**src/bitmap_frame_allocator_assert.svh**
```systemverilog
// assertion macros used by the frame allocator top level
`ifndef BITMAP_FRAME_ALLOCATOR_ASSERT_SVH
`define BITMAP_FRAME_ALLOCATOR_ASSERT_SVH

// same-cycle implication
`define BFA_ASSERT_IMPLY(label, clk, rst, ante, cons) \
   label: assert property (@(posedge clk) disable iff (rst) (ante) |-> (cons)) \
      else $error("frame allocator assertion failed");

// next-cycle implication
`define BFA_ASSERT_NEXT(label, clk, rst, ante, cons) \
   label: assert property (@(posedge clk) disable iff (rst) (ante) |=> (cons)) \
      else $error("frame allocator assertion failed");

`endif

```
**src/bfa_pkg.sv**
```systemverilog
// shared widths, operation codes and status codes of the frame allocator
package bfa_pkg;

   localparam int unsigned WORD_W   = 32;
   localparam int unsigned BIT_W    = 5;
   localparam int unsigned FUNC_W   = 2;
   localparam int unsigned STATUS_W = 2;
   localparam int unsigned FRAME_W  = 20;
   localparam int unsigned ADDR_W   = 32;
   localparam int unsigned INDEX_W  = 18;
   localparam int unsigned FADDR_W  = 30;
   localparam int unsigned COUNT_W  = 19;

   typedef enum logic [FUNC_W-1:0] {
      OP_ALLOC     = 2'd0,
      OP_FREE      = 2'd1,
      OP_MARK_USED = 2'd2,
      OP_MARK_FREE = 2'd3
   } op_type;

   typedef enum logic [STATUS_W-1:0] {
      STAT_OK    = 2'd0,
      STAT_NOMEM = 2'd1,
      STAT_RANGE = 2'd2
   } status_type;

endpackage

```
**src/bfa_frame_div.sv**
```systemverilog
// address to frame number divider, shift for power-of-two frame sizes, reciprocal multiply otherwise
module bfa_frame_div #(
   parameter int FRAME_BYTES = 4096
) (
   input  logic                       clock,
   input  logic                       reset,
   input  logic                       start,
   input  logic [bfa_pkg::ADDR_W-1:0] dividend,
   output logic                       done,
   output logic [bfa_pkg::ADDR_W-1:0] quotient
);
   import bfa_pkg::*;

   localparam bit IS_POW2 = ((FRAME_BYTES & (FRAME_BYTES - 1)) == 0);
   localparam int SH      = $clog2(FRAME_BYTES);

   generate
      if (IS_POW2) begin : g_shift
         logic              done_ff;
         logic [ADDR_W-1:0] quot_ff;

         always_ff @(posedge clock) begin
            if (reset) begin
               done_ff <= 1'b0;
            end else begin
               done_ff <= start;
            end
         end

         always_ff @(posedge clock) begin
            if (start) begin
               quot_ff <= dividend >> SH;
            end
         end

         assign done     = done_ff;
         assign quotient = quot_ff;
      end else begin : g_recip
         localparam int LO_W = 17;
         localparam int HI_W = 16;
         localparam int PW   = ADDR_W + LO_W + HI_W;
         localparam int RS   = ADDR_W + SH;
         localparam logic [63:0] RECIP =
            ((64'd1 << RS) + 64'(FRAME_BYTES) - 64'd1) / 64'(FRAME_BYTES);
         localparam logic [LO_W-1:0] RECIP_LO = RECIP[LO_W-1:0];
         localparam logic [HI_W-1:0] RECIP_HI = RECIP[LO_W+HI_W-1:LO_W];

         logic                   stage_ff;
         logic                   done_ff;
         logic [ADDR_W+LO_W-1:0] lo_ff;
         logic [ADDR_W+HI_W-1:0] hi_ff;
         logic [ADDR_W-1:0]      quo_ff;
         logic [PW-1:0]          prod;

         // full product, the sum of the partial products of the two halves of the reciprocal
         assign prod = PW'(lo_ff) + (PW'(hi_ff) << LO_W);

         always_ff @(posedge clock) begin
            if (reset) begin
               stage_ff <= 1'b0;
               done_ff  <= 1'b0;
            end else begin
               stage_ff <= start;
               done_ff  <= stage_ff;
            end
         end

         always_ff @(posedge clock) begin
            if (start) begin
               lo_ff <= (ADDR_W + LO_W)'(dividend) * (ADDR_W + LO_W)'(RECIP_LO);
               hi_ff <= (ADDR_W + HI_W)'(dividend) * (ADDR_W + HI_W)'(RECIP_HI);
            end
            if (stage_ff) begin
               quo_ff <= ADDR_W'(prod >> RS);
            end
         end

         assign done     = done_ff;
         assign quotient = quo_ff;
      end
   endgenerate

endmodule

```
**config.mk**
```make
export PLATFORM = sky130hd
export DESIGN_NAME = bfa_frame_div
export DESIGN_NICKNAME = d
export VERILOG_FILES = /design/src/bitmap_frame_allocator_assert.svh /design/src/bfa_pkg.sv /design/src/bfa_frame_div.sv
export SDC_FILE = /design/constraint.sdc
export NUM_CORES = 1
export LEC_CHECK = 0
export ABC_AREA = 1
export ABC_CLOCK_PERIOD_IN_PS = 800
export BUFFER_PORTS_ARGS = -buffer_cell sky130_fd_sc_hd__buf_2
export CAP_MARGIN = 20
export CORE_ASPECT_RATIO = 1.25
export CORE_MARGIN = 5
export CORE_UTILIZATION = 33
export CTS_BUF_LIST = sky130_fd_sc_hd__clkbuf_2
export CTS_CLUSTER_DIAMETER = 50
export DETAILED_ROUTE_END_ITERATION = 8
export GPL_TIMING_DRIVEN = 0
export PLACE_DENSITY = 0.81
export SLEW_MARGIN = 0
export SYNTH_ARGS = -nofsm -noshare
export SYNTH_HDL_FRONTEND = slang
export SYNTH_SLANG_ARGS = --single-unit
```
**constraint.sdc**
```tcl
create_clock -name clock -period 0.8 [get_ports clock]
set_input_delay 0.12 -clock clock [delete_from_list [all_inputs] [get_ports clock]]
set_output_delay 0.12 -clock clock [all_outputs]
set_load 0.05 [all_outputs]
```
# Word-level counts from Yosys, hierarchy flattened

Index checks and enable logic that the tools add are counted.

Bits in registers: 21
Word-level logic and storage cells: 2
Input port bits: 35

# Longest topological paths before layout

Gate-level depths: netlist of run 1.

Depth in word-level cells: 0
Gate-level depth with buffers: 2
Mapped depth without buffers: 2

# Least setup slack after synthesis of run 1

Ideal clock, no wire load.

Kind: register -> output
Start: register g_shift.quot_ff[0] (netlist: quotient[0])
End: output quotient[0] (netlist name)
Arrival: 0.601 ns
Path slack: 0.079 ns
Stages on the path, launching flop included: 1
Path through: edfxtp_1

RTL lines:

| element                  | RTL line            | RTL |
|---|---|---|
| start: declaration       | bfa_frame_div.sv:20 | `logic [ADDR_W-1:0] quot_ff;` |
| start signal: assignment | bfa_frame_div.sv:32 | `quot_ff <= dividend >> SH;` |
| end: declaration         | bfa_frame_div.sv:10 | `output logic [bfa_pkg::ADDR_W-1:0] quotient` |

No word-level cell between the ends.

# Final worst setup path of run 1

Start: register g_shift.quot_ff[3] (netlist: quotient[3])
End: output quotient[3] (netlist name)

No word-level cell between the ends.

==> impl_metrics.csv, run 1 <==
group,metric,value,unit
run_status,status,"finished, violations left",
run_status,violations,"negative setup slack",
setup_path,crit_type,"reg2out",
sta,fin_crit_sh,129,%
sta,period_minus_slack,1030,ps
placement,io_buffer_count,43,
grt,grt_usage,9.42,%
die,core,2140,um2
drt,via_count,530,
grt,antenna_found_initial,0,
grt,grt_start_max_net_pins,22,
synthesis,synth_edf_count,20,
grt,grt_pass1_wl,2.33,mm
synthesis,synthAdderAreaFrac,0,%
power_and_ir_drop,ir_worst_vdd,1180,uV
clocking,cts_max_level,1,
setup_path,cp.depth,1,
sta,rsz0062_at_grt,"yes",
synthesis,synthesis.area,724,um2
worst_hold_path,min_path_cells,3,
finish,syn_to_final_growth,89.6,%
die,fp-row-count,19,
placement,routabilityCongestion,0.665,
setup_path,path_delay_family,"flip-flops",
synthesis,netlist.area_leader.share,82.9,%
placement,post-place-ws,-67.6,ps
clocking,cts_setup_buffers,0,
grt,overflow,0,
setup_path,start_kind,"register",
synthesis,yosysTopAreaCell,"edfxtp_1",
sta,finalWorstSetupSlack,-229,ps
synthesis,synth_ff_type,"edfxtp_1",
finish,final-seq-area,622,um2
power_and_ir_drop,cellLeakagePower,0.635,nW
synthesis,yosysMostFrequentCell,"edfxtp_1",
finish,n_antenna_cell,0,
setup_path,cp_data_required_time,680,ps
drt,first_pass_iters,2,
sta,fmax,0.972,GHz
die,start_util,33.9,%
worst_hold_path,min_path_type,"in2reg",
synthesis,yosys-top-cells-area,"edfxtp_1 (83%), buf_4 (12%), dfxtp_1 (2.8%)",
synthesis,synth_cells,36,
power_and_ir_drop,power_frac_comb,31.6,%
finish,multi_input_area,51.3,um2
die,die_w,51.9,um
die,die_area,3240,um2
clocking,cts_sinks,21,
sta,hold_viol_final,0,
die,chipHeight,62.4,um
drt,avgRoutedWirePerCell,11.5,um
setup_path,worstPathArrival,910,ps
clocking,cts_root_buffer,"clkbuf_2",
synthesis,synthTopCellsByCount,"edfxtp_1 (20), buf_4 (12)",
synthesis,synth_top_family_by_area,"buffers and inverters",
finish,fillers,151,
synthesis,synth_warnings,0,
power_and_ir_drop,seq_power_share,52.5,%
synthesis,synth-compound-area-share,0,%
drt,via_per_inst,3.90,
die,pin_count,68,
drt,drtIter0Drc,3,
synthesis,synthMuxAreaShare,0,%
setup_path,worst-path-max-fanout,1,
setup_path,worst-path-buf-inv,1,
sta,setup_viol,21,
synthesis,ys_seq_area_share,85.7,%
clocking,cts_buffer_depth,2,
power_and_ir_drop,switching_share,32.8,%
drt,wl,1.57,mm
clocking,cts_tree,"built",
synthesis,async_reset_ff_share,0,%
placement,place_inst,111,
power_and_ir_drop,p_clk_share,16.0,%
clocking,cts_buffers,3,
synthesis,syn_avg_cell_area,20.1,um2
power_and_ir_drop,p_switching,0.835,mW
sta,finalMaxSlewViolations,0,
setup_path,max_stage_delay,440,ps
setup_path,path_cells,"buf_6",
power_and_ir_drop,power.density,1850,nW/um2
setup_path,slowest_stage,"edfxtp_1",
synthesis,ys_ff_latch,21,
synthesis,synth_cell_types,6,
finish,drive_above_1_share,53.0,%
drt,ant_nets,0,
power_and_ir_drop,internal-power,1.71,mW
flow_run,max_cap_violations,0,
grt,first_global_vias,562,
clocking,path_clk_slew,180,ps
finish,final_cells,136,
setup_path,crit_path_end_kind,"primary output",
synthesis,yosys.area_share.simple,0.864,%
synthesis,synthXorXnorAreaFrac,0,%
drt,drc_errors,0,
finish,final_nets,151,
==> worst paths after layout <==
path / startpoint / end / slack, ps
hold / removal: start / done$_SDFF_PP0_ / 240
setup / recovery: quotient[3]$_DFFE_PP_ / quotient[3] / -230
==> flip-flops by register name, indices dropped and copies added, names as in the netlist <==
signal,flops
done,1
quotient,20
==> placed cells by master, fill, tap and decap left out <==
| cell type | Yosys | final |
|---|---|---|
| buf_6 | 0 | 20 |
| buf_2 | 0 | 22 |
| buf_8 | 0 | 1 |
| clkinv_2 | 0 | 1 |
| edfxtp_1 | 20 | 20 |
| dlygate4sd3_1 | 0 | 21 |
| nor2_2 | 1 | 1 |
| inv_1 | 1 | 1 |
| buf_4 | 12 | 12 |
| conb_1 | 1 | 12 |
| clkbuf_2 | 0 | 3 |
| dfxtp_2 | 0 | 1 |
==> metrics by stage <==
step	setup TNS, ps	cell area, um2	util, %	hold slack (ps)	power (mW)
finish	-4200	1370	64.2	241	2.55
global route	-5500	1370	64.2	238	2.65
CTS	-4700	1370	64.2	225	2.57
detailed placement	-1340	1010	47.1	289	1.96
global placement	-838	1010	47.1	284	1.95
floorplan	0	766	-	187	1.82
==> routing by layer <==
metal	wire [um]	share of wire, %	global-route usage, %	vias up
li1	-	-	-	260
met4	0	0	2.95	0
met2	935	60	18.7	32
met1	503	32	8.82	238
met5	0	0	0	-
met3	129	8.2	2.15	0
==> kinds of logic (layout without fill, tap and decap cells) <==
logic type / after synthesis / after routing
flops: 21 / 21
other cells: 1 / 12
simple gates: 1 / 1
buf+inv: 13 / 81
==> power by group through the flow <==
stage	registers [mW]	clock network [mW]	logic [mW]
5_1_grt	1.35	0.471	0.832
6_report	1.34	0.406	0.804
3_3_place_gp	1.34	0	0.620
3_5_place_dp	1.34	0	0.623
2_1_floorplan	1.65	0	0.171
4_1_cts	1.34	0.428	0.801
==> area by class of cell <==
cell class | instances | area share [%]
plain buffers | 12 | 6.56
clock buffers | 3 | 1.09
clock inverters | 1 | 0.364
inverters | 1 | 0.273
multi-input cells | 13 | 3.73
flip-flops and latches | 21 | 45.3
well taps | 21 | 1.91
repair buffers | 64 | 40.8
==> timing repair <==
action,CTS,global route
gates resized for setup,44,0
hold buffers,21,0
cloned,0,0
endpoints found under the setup margin,21,21
endpoints found under the hold margin,21,0
No activity file was read; power rests on OpenSTA's default activity.
==> run 2, diff against run 1 <==
- ABC_CLOCK_PERIOD_IN_PS: 800 -> 870
- CAP_MARGIN: 20 -> 0
- RECOVER_POWER: default -> 50
- clock period: 0.8 -> 0.87 ns (I/O delays scaled with it)
==> impl_metrics.csv, run 2 (synthesis results as in run 1) <==
group,metric,value,unit
clocking,cts_root_buffer,"clkbuf_2",
drt,via_count,530,
run_status,violations,"negative setup slack",
clocking,cts_tree,"built",
power_and_ir_drop,ir_worst_vdd,1090,uV
worst_hold_path,min_path_type,"in2reg",
grt,grt_pass1_wl,2.33,mm
clocking,cts_buffers,3,
sta,rsz0062_at_grt,"yes",
finish,final_nets,151,
setup_path,worstPathArrival,910,ps
finish,drive_above_1_share,53.0,%
die,fp-row-count,19,
clocking,cts_max_level,1,
drt,via_per_inst,3.90,
die,pin_count,68,
drt,drtIter0Drc,3,
run_status,status,"finished, violations left",
setup_path,path_cells,"buf_6",
setup_path,worst-path-buf-inv,1,
grt,grt_usage,9.42,%
die,start_util,33.9,%
drt,avgRoutedWirePerCell,11.5,um
setup_path,path_delay_family,"flip-flops",
sta,hold_viol_final,0,
placement,io_buffer_count,43,
setup_path,crit_type,"reg2out",
sta,fin_crit_sh,119,%
finish,n_antenna_cell,0,
grt,grt_start_max_net_pins,22,
setup_path,cp_data_required_time,740,ps
sta,fmax,0.962,GHz
clocking,path_clk_slew,180,ps
die,die_area,3240,um2
sta,finalWorstSetupSlack,-169,ps
die,chipHeight,62.4,um
clocking,cts_buffer_depth,2,
drt,first_pass_iters,2,
finish,final_util,64.2,%
finish,syn_to_final_growth,89.6,%
finish,final_cell_mix,"dlygate4sd3_1 (21), buf_2 (21), buf_6 (20), edfxtp_1 (20)",
drt,wl,1.57,mm
clocking,cts_sinks,21,
sta,setup_viol,21,
flow_run,max_cap_violations,0,
finish,largest_reg_flops,20,
grt,first_global_vias,562,
setup_path,max_stage_delay,440,ps
drt,ant_nets,0,
clocking,cts_setup_buffers,0,
sta,period_minus_slack,1040,ps
drt,drc_errors,0,
power_and_ir_drop,power.density,1700,nW/um2
grt,antenna_found_initial,0,
grt,overflow,0,
finish,fillers,151,
setup_path,start_kind,"register",
setup_path,worst-path-max-fanout,1,
power_and_ir_drop,cellLeakagePower,0.635,nW
placement,routabilityCongestion,0.665,
die,core,2140,um2
setup_path,crit_path_end_kind,"primary output",
sta,holdWs,351,ps
die,die_w,51.9,um
sta,finalMaxSlewViolations,0,
setup_path,slowest_stage,"edfxtp_1",
[run 2: final timing paths]
check | from | to | slack, ps | cells past startpoint
worst min-delay path | start | done$_SDFF_PP0_ | 350 | 3
worst max-delay path | quotient[3]$_DFFE_PP_ | quotient[3] | -170 | 1
[run 2: power by group]
group	switching (mW)	leakage [nW]	internal (mW)
sequential	0.0342	0.204	1.19
combinational	0.464	0.414	0.275
clock	0.269	0.0164	0.104
total	0.767	0.635	1.57
[run 2: layout make-up]
| class | instances | area (um2) | area share, % |
|---|---|---|---|
| plain buffers | 12 | 90.1 | 6.56 |
| inverters | 1 | 3.75 | 0.273 |
| clock buffers | 3 | 15.0 | 1.09 |
| well taps | 21 | 26.3 | 1.91 |
| clock inverters | 1 | 5.00 | 0.364 |
| flip-flops and latches | 21 | 622 | 45.3 |
| repair buffers | 64 | 561 | 40.8 |
| multi-input cells | 13 | 51.3 | 3.73 |
[run 2: stage by stage]
stage,cell area (um2),total power [mW],std cells,setup slack (ps),TNS [ps]
6_report,1370,2.34,136,-169,-2950
5_1_grt,1370,2.44,136,-222,-4250
4_1_cts,1370,2.36,136,-190,-3450
3_5_place_dp,1010,1.81,111,-8.13,-154
3_3_place_gp,1010,1.80,111,17.1,0
2_1_floorplan,766,1.67,47,139,0
[run 2: timing repair]
| item | in CTS | in global routing |
|---|---|---|
| resized for setup | 44 | 0 |
| setup endpoints to repair | 21 | 21 |
| hold buffers | 21 | 0 |
| gates cloned | 0 | 0 |
| hold endpoints to repair | 21 | 0 |
[run 2: layer usage]
layer | share of wire, % | track usage, %
met2 | 60 | 18.7
met5 | 0 | 0
met3 | 8.5 | 2.15
met4 | 0 | 2.95
met1 | 32 | 8.82
